### src/design/rlse_pkg.sv
// Shared constants, types and sign-magnitude helpers for the line-shape evaluator.
package rlse_pkg;

  localparam int DW    = 48;
  localparam int FB    = 32;
  localparam int RW    = 2 * DW;
  localparam int HW    = DW / 2;
  localparam int MW    = DW - 1;
  localparam int NCELL = DW;
  localparam int IDXW  = 3;

  localparam logic [DW-1:0] MAXV = {1'b0, {(DW-1){1'b1}}};
  localparam logic [DW-1:0] LIMU = {DW{1'b1}};
  localparam logic [DW-1:0] ONE  = {{(DW-1){1'b0}}, 1'b1} << FB;

  localparam logic [63:0] TWOPI_Q61 = 64'hC90FDAA22168C235;
  localparam logic [63:0] TWOPI_RND = (TWOPI_Q61 + (64'd1 << (60 - FB))) >> (61 - FB);
  localparam logic [DW-1:0] TWOPI  = (TWOPI_RND > 64'(MAXV)) ? MAXV : DW'(TWOPI_RND);

  typedef enum logic [IDXW-1:0] {
    CFG_GR  = 3'd0,
    CFG_GI  = 3'd1,
    CFG_THR = 3'd2,
    CFG_MU  = 3'd3,
    CFG_W   = 3'd4
  } cfg_idx_e;

  typedef struct packed {
    logic          ov;
    logic          n;
    logic [DW-1:0] m;
  } sm_t;

  typedef struct packed {
    logic          vld;
    logic          ov;
    logic          sn;
    logic          sat;
    logic [DW-1:0] mag;
  } side_t;

  typedef struct packed {
    logic          sat;
    logic [DW-1:0] rem;
    logic [DW-1:0] low;
  } dpre_t;

  function automatic sm_t sm_mk(input logic [DW:0] v, input logic n, input logic ov);
    sm_t r;
    if (v > {1'b0, MAXV}) begin
      r.m  = MAXV;
      r.ov = 1'b1;
    end else begin
      r.m  = v[DW-1:0];
      r.ov = ov;
    end
    r.n = n && (r.m != '0);
    return r;
  endfunction

  function automatic sm_t sm_from(input logic [DW-1:0] raw);
    sm_t r;
    r.ov = 1'b0;
    r.n  = raw[DW-1];
    r.m  = raw[DW-1] ? DW'(~raw + DW'(1)) : raw;
    return r;
  endfunction

  function automatic sm_t sm_neg(input sm_t a);
    sm_t r;
    r   = a;
    r.n = !a.n && (a.m != '0);
    return r;
  endfunction

  function automatic sm_t sm_add(input sm_t a, input sm_t b);
    logic ov;
    sm_t  r;
    ov = a.ov | b.ov;
    if (a.n == b.n) begin
      r = sm_mk({1'b0, a.m} + {1'b0, b.m}, a.n, ov);
    end else if (a.m >= b.m) begin
      r = sm_mk({1'b0, a.m - b.m}, a.n, ov);
    end else begin
      r = sm_mk({1'b0, b.m - a.m}, b.n, ov);
    end
    return r;
  endfunction

  function automatic sm_t sm_mulq(input logic [RW-1:0] p, input logic n, input logic ov);
    logic [RW-1:0] sh;
    sm_t           r;
    sh = p >> FB;
    if (sh[RW-1:DW-1] != '0) begin
      r.m  = MAXV;
      r.ov = 1'b1;
    end else begin
      r.m  = sh[DW-1:0];
      r.ov = ov;
    end
    r.n = n && (r.m != '0);
    return r;
  endfunction

  function automatic dpre_t dv_pre(input logic [DW-1:0] a, input logic [DW-1:0] b);
    dpre_t r;
    r.rem = a >> (DW - FB);
    r.sat = (b == '0) || (r.rem >= b);
    r.low = a << FB;
    return r;
  endfunction

  function automatic sm_t dv_post(input logic [DW-1:0] q, input logic sat,
                                  input logic [DW-1:0] lim, input logic n, input logic ov);
    sm_t r;
    if (sat || (q > lim)) begin
      r.m  = lim;
      r.ov = 1'b1;
    end else begin
      r.m  = q;
      r.ov = ov;
    end
    r.n = n && (r.m != '0);
    return r;
  endfunction

endpackage

### src/design/rlse_sqrt_cell.sv
// One root digit of a digit-recurrence integer square root.
module rlse_sqrt_cell (
  input  logic                      clk_i,
  input  logic                      rst_ni,
  input  logic                      en_i,
  input  logic [rlse_pkg::RW-1:0]   rad_i,
  input  logic [rlse_pkg::DW-1:0]   root_i,
  input  logic [rlse_pkg::DW+1:0]   rem_i,
  input  rlse_pkg::side_t           side_i,
  output logic [rlse_pkg::RW-1:0]   rad_o,
  output logic [rlse_pkg::DW-1:0]   root_o,
  output logic [rlse_pkg::DW+1:0]   rem_o,
  output rlse_pkg::side_t           side_o
);

  logic [rlse_pkg::DW+3:0] r4;
  logic [rlse_pkg::DW+3:0] trial;
  logic [rlse_pkg::DW+3:0] diff;
  logic                    ge;

  assign r4    = {rem_i, rad_i[rlse_pkg::RW-1 -: 2]};
  assign trial = {2'b00, root_i, 2'b01};
  assign diff  = r4 - trial;
  assign ge    = r4 >= trial;

  always_ff @(posedge clk_i or negedge rst_ni) begin
    if (!rst_ni) begin
      side_o <= '0;
    end else if (en_i) begin
      side_o <= side_i;
    end
  end

  always_ff @(posedge clk_i) begin
    if (en_i) begin
      rad_o  <= rad_i << 2;
      root_o <= {root_i[rlse_pkg::DW-2:0], ge};
      rem_o  <= ge ? diff[rlse_pkg::DW+1:0] : r4[rlse_pkg::DW+1:0];
    end
  end

endmodule

### config.mk
export PLATFORM = sky130hd
export DESIGN_NAME = rlse_sqrt_cell
export DESIGN_NICKNAME = d
export VERILOG_FILES = /design/src/design/rlse_pkg.sv /design/src/design/rlse_sqrt_cell.sv
export SDC_FILE = /design/constraint.sdc
export NUM_CORES = 1
export LEC_CHECK = 0
export ABC_AREA = 1
export BUFFER_PORTS_ARGS = -buffer_cell sky130_fd_sc_hd__buf_2
export CAP_MARGIN = 5
export CORE_AREA = 2 2 195 197
export CTS_BUF_LIST = sky130_fd_sc_hd__clkbuf_4
export CTS_CLUSTER_DIAMETER = 60
export DETAILED_ROUTE_END_ITERATION = 10
export DIE_AREA = 0 0 197 199
export PLACE_DENSITY = 0.64
export SYNTH_ARGS = -nofsm -noshare
export SYNTH_HDL_FRONTEND = slang
export SYNTH_SLANG_ARGS = --single-unit
### constraint.sdc
create_clock -name clk_i -period 1.1 [get_ports clk_i]
set_clock_uncertainty 0.15 [all_clocks]
set_input_delay 0.22 -clock clk_i [delete_from_list [all_inputs] [get_ports clk_i]]
set_output_delay 0.22 -clock clk_i [all_outputs]
set_load 0.01 [all_outputs]
==> impl_metrics.yaml <==
run_status:
  outcome: "finished, violations left"
  violations: "hold timing, setup timing"
sta:
  setup_ws_ns: -0.678
  hold_slack_ns: -0.505
  period_minus_slack_ns: 1.78
  grt_setup_unrepaired: "true"
  final_max_slew_viol_count: 0
  fmax_ghz: 0.562
  finalHoldViolCount: 9
  final.setup.tns_ns: -162.11
  setup_viol: 319
  finalCritPeriodShare_pct: 162
yosys:
  synthSimpleGateAreaFrac_pct: 22.5
  yosysTopAreaCell: "edfxtp_1"
  synth_fa_ha_area_share_pct: 4.79
  synth.top_cell.area_share_pct: 44.2
  synth_ff_type: "edfxtp_1"
  synthCells: 1430
  synthTopCellsByArea: "edfxtp_1, nand2_1, dfrtp_1"
  syn-mean-instance-area_um2: 9.13
  synthArstFlopShare_pct: 21.3
  synth_mux_area_share_pct: 4.49
  synth_top_family_by_area: "simple AND/OR/NAND/NOR gates"
  synth_edf_count: 192
  yosysSeqAreaShare_pct: 54.1
  synth-seq-cells: 244
  synth_compound_area_share_pct: 2.76
  ys_warn_count: 0
  syn_area_mm2: 0.0131
  yosysUniqueCellTypes: 39
  synth_xor_area_share_pct: 1.88
setup_path:
  worst-endpoint-required_ns: 0.73
  crit_arrival_ns: 1.41
  start_kind: "flop"
  crit_path_cell_trace: "buf_6"
  critPathMaxStageDelay_ns: 0.48
  critPathKind: "reg2out"
  path_buf_inv: 1
  cp_max_fo: 1
  critPathSlowestCell: "edfxtp_1"
  crit_family: "flip-flops"
  critPathCaptureType: "output pin"
route:
  wl_per_cell_um: 19.7
  vias: 14774
  avgViaCountPerCell: 4.80
  ant_nets: 0
  drc: 0
  dr.pass1.iters: 5
  routed_wl_mm: 60.6
  drtIter0Drc: 865
floorplanning:
  die_h_um: 199
  num_io_pins: 495
  core-area_mm2: 0.0371
  fp.dieW_um: 197
  std_cell_rows: 71
  dieArea_mm2: 0.0392
  start_util_pct: 35.2
global_routing:
  grt_pass1_wl_mm: 85.0
  grt_pass1_vias: 15422
  grt_overflow: 0
  grtUsageTotal_pct: 28.6
  antenna_found_initial: 6
  grt_max_degree: 53
place:
  dpl.hpwl_mm: 38.4
  port_buffers: 492
  gp_congestion: 0.974
clock_tree:
  clk_pin_slew_ns: 0.07
  clock-root-buffer: "clkbuf_4"
  cts_tree: "yes"
  numClockSinks: 244
  clk_latency_ns: 0.78
  clockBufferDepth: 3
  cts_htree_levels: 3
  numCtsBuffers: 67
power_and_ir_drop:
  p_leak_nw: 12.0
  pwr_density_cell_mw_per_mm2: 1220
  ir_worst_vdd_mv: 1.02
final_layout:
  area_growth_pct: 89.5
  layout-drive-gt1-share_pct: 50.3
  final_common_cell: "buf_2"
  nets: 2853
  mostFrequentLayoutCells: "buf_2, nand2_1, dlygate4sd3_1, buf_4, inv_1"
  finish.utilization_pct: 66.6
flow_run:
  maxCapViolations: 0
worst_hold_path:
  hold_path.class: "in2reg"
[per-layer routing]
layer,global-route usage (%),part of all wire [%],vias up
li1,-,-,6843
met1,31.5,36,6988
met2,50.4,50,711
met3,7.10,7.7,228
met4,16.5,6.2,4
met5,0,0.046,-
[registers in the layout (all words and copies together), names as in the netlist]
name,flops
rem_o,50
rad_o,94
root_o,48
side_o,52
[power breakdown]
part / leakage, nW / internal [mW] / switching [mW] / total (mW)
combinational: 8.97 / 4.67 / 4.64 / 9.31
clock: 0.541 / 5.00 / 4.40 / 9.41
sequential: 2.48 / 11.0 / 0.438 / 11.5
[cells in the mapped netlist (3+ instances only)]
| cell | instances |
|---|---|
| nand2_1 | 461 |
| inv_1 | 278 |
| edfxtp_1 | 192 |
| nor2_1 | 79 |
| dfrtp_1 | 52 |
| mux2_2 | 52 |
| ha_1 | 50 |
| nand3_1 | 37 |
| nand4_1 | 34 |
| a21oi_1 | 28 |
| xor2_1 | 27 |
| o21ai_0 | 24 |
| nand3b_1 | 17 |
| nand3_2 | 16 |
| clkbuf_1 | 12 |
| inv_2 | 12 |
| nor2_2 | 7 |
| nor3_1 | 7 |
| nand2_2 | 5 |
| o21ai_1 | 5 |
| o21bai_1 | 5 |
| buf_2 | 4 |
| nor2_4 | 4 |
| nor4_1 | 3 |
[kinds of logic (layout without fill, tap and decap cells)]
| family | after synthesis | count (layout) |
|---|---|---|
| AOI/OAI and AO/OA | 66 | 66 |
| xor gates and xnor gates | 28 | 28 |
| adders and majority gates | 50 | 50 |
| buffers and inverters | 313 | 1482 |
| DFF | 244 | 244 |
| muxes | 52 | 52 |
| other | 1 | 7 |
| and+or+nand+nor | 676 | 676 |
[final timing paths]
path                             from    endpoint  slack, ns  cells past startpoint
max                         rem_o[27]   rem_o[27]      -0.68                      1
min                        root_i[33]  root_o[34]      -0.50                      1
max reg2reg                side_o[45]  side_o[45]      -0.11                      3
min reg2reg                side_o[38]  side_o[38]       0.36                      1
max in group asynchronous      rst_ni   side_o[5]       0.05                      4
min in group asynchronous      rst_ni  side_o[18]       0.47                      4
[cell type report]
class,instances,area (µm²)
Fill cell,2762,12400
Tap cell,474,593
Sequential cell,244,7070
Antenna cell,5,12.5
Clock buffer,89,668
Inverter,291,1130
Timing Repair Buffer,1076,8560
Clock inverter,26,256
Multi-Input combinational cell,874,6450
[repair_timing]
| item | 4_1_cts | 5_1_grt |
|---|---|---|
| gates cloned | 8 | 5 |
| setup endpoints to repair | 295 | 317 |
| buffers inserted | 50 | 32 |
| hold endpoints to repair | 487 | 20 |
| pin swaps | 49 | 78 |
| resized for setup | 268 | 241 |
| hold buffers | 312 | 11 |
[through the flow]
step	area [µm²]	hold slack [ns]	cells	total power, mW	worst slack, ns
after CTS	23500	-0.566	3032	29.1	-0.743
after global placement	18100	0.0793	2550	17.9	-1.32
after floorplan	13800	-0.226	1431	14.7	-0.992
after detailed placement	18100	0.0873	2550	18.0	-1.33
after global routing	24700	-0.547	3078	31.6	-0.745
final	24700	-0.505	3079	30.2	-0.678
[worst reg2reg max path: cells and delay by family (launching register included)]
| kind | cells | cell delay [ns] |
|---|---|---|
| buf+inv | 2 | 0.27 |
| flops | 1 | 0.41 |
| mux | 1 | 0.26 |
Power figures use the tool's default switching activity.
