$ cat src/design/rlse_pkg.sv
// Shared constants, types and sign-magnitude helpers for the line-shape evaluator.
package rlse_pkg;

  localparam int DW    = 48;
  localparam int FB    = 32;
  localparam int RW    = 2 * DW;
  localparam int HW    = DW / 2;
  localparam int MW    = DW - 1;
  localparam int NCELL = DW;
  localparam int IDXW  = 3;

  localparam logic [DW-1:0] MAXV = {1'b0, {(DW-1){1'b1}}};
  localparam logic [DW-1:0] LIMU = {DW{1'b1}};
  localparam logic [DW-1:0] ONE  = {{(DW-1){1'b0}}, 1'b1} << FB;

  localparam logic [63:0] TWOPI_Q61 = 64'hC90FDAA22168C235;
  localparam logic [63:0] TWOPI_RND = (TWOPI_Q61 + (64'd1 << (60 - FB))) >> (61 - FB);
  localparam logic [DW-1:0] TWOPI  = (TWOPI_RND > 64'(MAXV)) ? MAXV : DW'(TWOPI_RND);

  typedef enum logic [IDXW-1:0] {
    CFG_GR  = 3'd0,
    CFG_GI  = 3'd1,
    CFG_THR = 3'd2,
    CFG_MU  = 3'd3,
    CFG_W   = 3'd4
  } cfg_idx_e;

  typedef struct packed {
    logic          ov;
    logic          n;
    logic [DW-1:0] m;
  } sm_t;

  typedef struct packed {
    logic          vld;
    logic          ov;
    logic          sn;
    logic          sat;
    logic [DW-1:0] mag;
  } side_t;

  typedef struct packed {
    logic          sat;
    logic [DW-1:0] rem;
    logic [DW-1:0] low;
  } dpre_t;

  function automatic sm_t sm_mk(input logic [DW:0] v, input logic n, input logic ov);
    sm_t r;
    if (v > {1'b0, MAXV}) begin
      r.m  = MAXV;
      r.ov = 1'b1;
    end else begin
      r.m  = v[DW-1:0];
      r.ov = ov;
    end
    r.n = n && (r.m != '0);
    return r;
  endfunction

  function automatic sm_t sm_from(input logic [DW-1:0] raw);
    sm_t r;
    r.ov = 1'b0;
    r.n  = raw[DW-1];
    r.m  = raw[DW-1] ? DW'(~raw + DW'(1)) : raw;
    return r;
  endfunction

  function automatic sm_t sm_neg(input sm_t a);
    sm_t r;
    r   = a;
    r.n = !a.n && (a.m != '0);
    return r;
  endfunction

  function automatic sm_t sm_add(input sm_t a, input sm_t b);
    logic ov;
    sm_t  r;
    ov = a.ov | b.ov;
    if (a.n == b.n) begin
      r = sm_mk({1'b0, a.m} + {1'b0, b.m}, a.n, ov);
    end else if (a.m >= b.m) begin
      r = sm_mk({1'b0, a.m - b.m}, a.n, ov);
    end else begin
      r = sm_mk({1'b0, b.m - a.m}, b.n, ov);
    end
    return r;
  endfunction

  function automatic sm_t sm_mulq(input logic [RW-1:0] p, input logic n, input logic ov);
    logic [RW-1:0] sh;
    sm_t           r;
    sh = p >> FB;
    if (sh[RW-1:DW-1] != '0) begin
      r.m  = MAXV;
      r.ov = 1'b1;
    end else begin
      r.m  = sh[DW-1:0];
      r.ov = ov;
    end
    r.n = n && (r.m != '0);
    return r;
  endfunction

  function automatic dpre_t dv_pre(input logic [DW-1:0] a, input logic [DW-1:0] b);
    dpre_t r;
    r.rem = a >> (DW - FB);
    r.sat = (b == '0) || (r.rem >= b);
    r.low = a << FB;
    return r;
  endfunction

  function automatic sm_t dv_post(input logic [DW-1:0] q, input logic sat,
                                  input logic [DW-1:0] lim, input logic n, input logic ov);
    sm_t r;
    if (sat || (q > lim)) begin
      r.m  = lim;
      r.ov = 1'b1;
    end else begin
      r.m  = q;
      r.ov = ov;
    end
    r.n = n && (r.m != '0);
    return r;
  endfunction

endpackage

$ cat src/design/rlse_div_cell.sv
// One quotient bit of a restoring divider.
module rlse_div_cell (
  input  logic                      clk_i,
  input  logic                      rst_ni,
  input  logic                      en_i,
  input  logic [rlse_pkg::DW-1:0]   div_i,
  input  logic [rlse_pkg::DW-1:0]   rem_i,
  input  logic [rlse_pkg::DW-1:0]   num_i,
  input  logic [rlse_pkg::DW-1:0]   quo_i,
  input  rlse_pkg::side_t           side_i,
  output logic [rlse_pkg::DW-1:0]   div_o,
  output logic [rlse_pkg::DW-1:0]   rem_o,
  output logic [rlse_pkg::DW-1:0]   num_o,
  output logic [rlse_pkg::DW-1:0]   quo_o,
  output rlse_pkg::side_t           side_o
);

  logic [rlse_pkg::DW:0] rem_sh;
  logic [rlse_pkg::DW:0] diff;
  logic                  ge;

  assign rem_sh = {rem_i, num_i[rlse_pkg::DW-1]};
  assign diff   = rem_sh - {1'b0, div_i};
  assign ge     = rem_sh >= {1'b0, div_i};

  always_ff @(posedge clk_i or negedge rst_ni) begin
    if (!rst_ni) begin
      side_o <= '0;
    end else if (en_i) begin
      side_o <= side_i;
    end
  end

  always_ff @(posedge clk_i) begin
    if (en_i) begin
      div_o <= div_i;
      rem_o <= ge ? diff[rlse_pkg::DW-1:0] : rem_sh[rlse_pkg::DW-1:0];
      num_o <= num_i << 1;
      quo_o <= {quo_i[rlse_pkg::DW-2:0], ge};
    end
  end

endmodule

$ cat config.mk
export PLATFORM = sky130hd
export DESIGN_NAME = rlse_div_cell
export DESIGN_NICKNAME = d
export VERILOG_FILES = /design/src/design/rlse_pkg.sv /design/src/design/rlse_div_cell.sv
export SDC_FILE = /design/constraint.sdc
export NUM_CORES = 1
export LEC_CHECK = 0
export ABC_AREA = 0
export BUFFER_PORTS_ARGS = -buffer_cell sky130_fd_sc_hd__clkbuf_2
export CAP_MARGIN = 15
export CORE_AREA = 2 2 191 193
export DETAILED_ROUTE_END_ITERATION = 7
export DIE_AREA = 0 0 193 195
export HOLD_SLACK_MARGIN = 0.05
export SETUP_SLACK_MARGIN = 0.3
export SLEW_MARGIN = 30
export SYNTH_ARGS = -nofsm -noshare
export SYNTH_HDL_FRONTEND = slang
export SYNTH_SLANG_ARGS = --single-unit
$ cat constraint.sdc
create_clock -name clk_i -period 1 [get_ports clk_i]
set_input_delay 0.3 -clock clk_i [delete_from_list [all_inputs] [get_ports clk_i]]
set_output_delay 0.3 -clock clk_i [all_outputs]
set_load 0.02 [all_outputs]
==> impl_metrics.tcl <==
set metrics [dict create \
    die-height_um 195 \
    share_comb_of_total_power 0.304 \
    timing.max_cap.violations 0 \
    hold_violations 48 \
    finish.utilization 0.6177 \
    ios 491 \
    crit_path_max_incr_delay_ns 0.39 \
    arrival_ns 2.71 \
    initial_utilization 0.3147 \
    place.gp.congestion 0.9039 \
    hold_path_end "side_o[7]" \
    route.vias.total 10564 \
    required_ns 1.31 \
    core_area_mm2 0.03540 \
    ctsRootBufferMaster "clkbuf_16" \
    worst_ir_drop_vdd_mv 1.850 \
    grt_usage 0.2115 \
    synthDistinctLibCells 64 \
    mappedNetlistNets 1159 \
    switching_share 0.2885 \
    power.density_mw_per_mm2 1565 \
    sequence_of_cells_on_the_critical_path "buf_8 > ha_4 > fa_2 > nand2b_4 > a21oi_4 > o2111ai_2 > nand3b_1 > nand4_1 > a2111oi_4 > nor2_2 > buf_4 > a21oi_4 > xnor2_2 > o21ai_1" \
    fp-row-count 69 \
    min-delay-path-class "in2reg" \
    total_overflow_reported_by_the_global_router 0 \
    critical_path.endpoint_type "register" \
    timing.setup.tns_ns -160.00 \
    first_global_vias 11272 \
    cellInternalPower_uw 24350 \
    synthFlopType "edfxtp_1" \
    violations "negative hold slack, negative setup slack" \
    hold-path-cell-count 2 \
    postSynthRegisterBits 243 \
    post_drt_via_cell_ratio 4.718 \
    tightest_slew_ns 0.5424 \
    power.static_leakage_uw 0.009789 \
    number_of_optimization_iterations_in_the_first_detailed_route_pass 4 \
    design.final.nets 2051 \
    yosys.area.top_type "edfxtp_1" \
    cts_max_path_bufs 3 \
    synth.yosys.warnings 0 \
    post-route-period-util 2.401 \
    drc 0 \
    clock_latency_on_the_worst_skew_pair_ns 0.56 \
    cts_max_level 1 \
    synth.area.top_cells "edfxtp_1, dfrtp_1, ha_1" \
    tritoncts "built" \
    worstPathMaxFanout 2 \
    numPortBuffers 488 \
    setup_violation_total_in_the_final_timing_report 295 \
    number_of_hold_buffers_added_after_cts 132 \
    synth_sequential_area_ratio 0.6317 \
    hp-start "side_i[7]" \
    finalWorstSetupSlack_ns -1.401 \
    cts_buf_count 28 \
    fp.dieArea_mm2 0.03764 \
    critPathSlowestCell "a2111oi_4" \
    syn_area_per_cell_um2 12.91 \
    netlist_area_mm2 0.01114 \
    die-width_um 193 \
    power.net_switching_uw 9873 \
    fin_worst_skew_ns 0 \
    synthArstFlopShare 0.2140 \
    worstSetupStartpointType "primary input" \
    achievable-frequency_mhz 416.5 \
    critPathMostFrequentCell "a21oi_4" \
    antenna_found_initial 2 \
    regToRegStartpoint "side_o[21]" \
    period_minus_slack_ns 2.401 \
    outcome "finished with violations" \
    proportion_of_layout_cells_with_a_drive_suffix_above_1 0.6151 \
    place_hpwl_mm 30.10 \
    drt_first_iter_violations 377 \
    antenna_violating_nets_post_route 0 \
    post_drt_wl_per_cell_um 19.89 \
    power.share.clock 0.324 \
    first_pass_grt_wire_length_mm 61.38 \
    power_frac_seq 0.372 \
    terminus_of_the_critical_flop_to_flop_path "side_o[21]" \
    reg2reg_depth 3 \
    synthDominantCellAreaShare 0.5149 \
    reg2reg_slack_ns -0.02 \
    path_clk_slew_ns 0.07 \
    hold_slack_ns -0.03637 \
    detail_route.wirelength_mm 44.53 \
    synth_enable_flop_cells 191 \
    numClockSinks 243 \
    max-slew-margin-rel 0.6356 \
    grt_max_degree 53 \
    worstSetupPathType "in2reg" \
    grt_setup_unrepaired "true" \
    area.growth.synth_to_final_pct 96.28 \
    drv_slew 0 \
    netlist_instances 863 \
]
==> critical path: cells and delay by family <==
kind	cells	cell delay, ns
xor gates and xnor gates	1	0.12
buffers and inverters	2	0.25
AOI/OAI and AO/OA	5	0.91
and+or+nand+nor	4	0.64
adders and majority gates	2	0.48
==> metrics by stage <==
step	area [um2]	cells	total power, uW	setup WS, ns
after detailed placement	16240	1990	19910	-2.126
final	21860	2239	34220	-1.401
after global routing	21860	2238	35490	-1.472
after global placement	16240	1990	19800	-2.058
after floorplan	11840	863	16480	-1.704
after CTS	20200	2221	32800	-1.405
==> layer usage <==
metal | up-vias | GRT usage | part of all wire
li1 | 4953 | - | -
met1 | 5166 | 0.2265 | 0.36
met2 | 373 | 0.3940 | 0.53
met3 | 70 | 0.06201 | 0.076
met4 | 2 | 0.06762 | 0.033
met5 | - | 0 | 0.00036
==> power groups by stage <==
| stage | sequential, uW | combinational [uW] | clock [uW] |
|---|---|---|---|
| floorplan | 14000 | 2520 | 0 |
| global placement | 12700 | 7150 | 0 |
| detailed placement | 12700 | 7220 | 0 |
| CTS | 12500 | 9070 | 11200 |
| global route | 12800 | 11000 | 11700 |
| finish | 12700 | 10400 | 11100 |
==> state kept, by name, summed over array words and instances (netlist names) <==
name    flops
num_o      47
side_o     52
quo_o      48
rem_o      48
div_o      48
==> synthesized netlist by cell type (all sizes together) (16+ instances only) <==
library cell and instances:
dfrtp 52, ha 48, edfxtp 191, nor2 32, buf 16, nand2 84, clkbuf 17, a21o 29
mux2 53, inv 58, o21ai 68, xor2 24, a21oi 57, xnor2 16
==> layout by cell type, fill, tap and decap left out, drive strengths merged, types with 10 or more instances in the layout <==
| master | netlist | layout |
|---|---|---|
| nor2 | 32 | 32 |
| mux2 | 53 | 53 |
| xnor2 | 16 | 16 |
| nand2 | 84 | 84 |
| inv | 58 | 59 |
| edfxtp | 191 | 191 |
| xor2 | 24 | 24 |
| clkbuf | 17 | 287 |
| a21oi | 57 | 57 |
| nand3 | 14 | 14 |
| nand4 | 11 | 11 |
| dlygate4sd3 | 0 | 132 |
| o21ai | 68 | 68 |
| dfrtp | 52 | 52 |
| buf | 16 | 516 |
| nor3 | 10 | 10 |
| a21o | 29 | 29 |
| ha | 48 | 48 |
==> cells by family (layout without fill, tap and decap cells) <==
group | count (synthesis) | after routing | synth area share
AO/OA/AOI/OAI | 198 | 198 | 0.1127
XOR/XNOR | 40 | 40 | 0.03145
adder cells (fa/ha/maj) | 49 | 49 | 0.05571
buffers and inverters | 91 | 1005 | 0.03336
flip-flops | 243 | 243 | 0.6317
multiplexers | 54 | 54 | 0.05448
other | 1 | 2 | 0.0003366
AND/OR/NAND/NOR | 187 | 187 | 0.08031
==> layout make-up <==
cell class / count / area, um2
well taps: 461 / 576.8
clock buffers: 40 / 808.3
diodes: 1 / 2.502
repair buffers: 895 / 7961
multi-input cells: 529 / 4980
clock inverters: 12 / 191.4
fillers: 2640 / 13530
inverters: 58 / 242.7
flip-flops and latches: 243 / 7102
==> worst max-delay path by stage <==
stage / startpoint / end / slack, ns / cells after the start
2_1_floorplan: rem_i[21] / rem_o[46] / -1.70 / 12
3_3_place_gp: div_i[7] / rem_o[46] / -2.06 / 13
3_5_place_dp: div_i[7] / rem_o[46] / -2.13 / 13
4_1_cts: div_i[3] / rem_o[46] / -1.40 / 16
5_1_grt: div_i[0] / rem_o[40] / -1.47 / 13
6_report: div_i[0] / rem_o[44] / -1.40 / 14
==> repair_timing <==
action | CTS | global route
endpoints found under the setup margin | 344 | 344
endpoints found under the hold margin | 269 | 69
gates cloned | 9 | 0
pin swaps | 55 | 53
resized for setup | 279 | 664
buffers inserted | 38 | 17
Note: power is estimated with default switching activity, not from simulation.
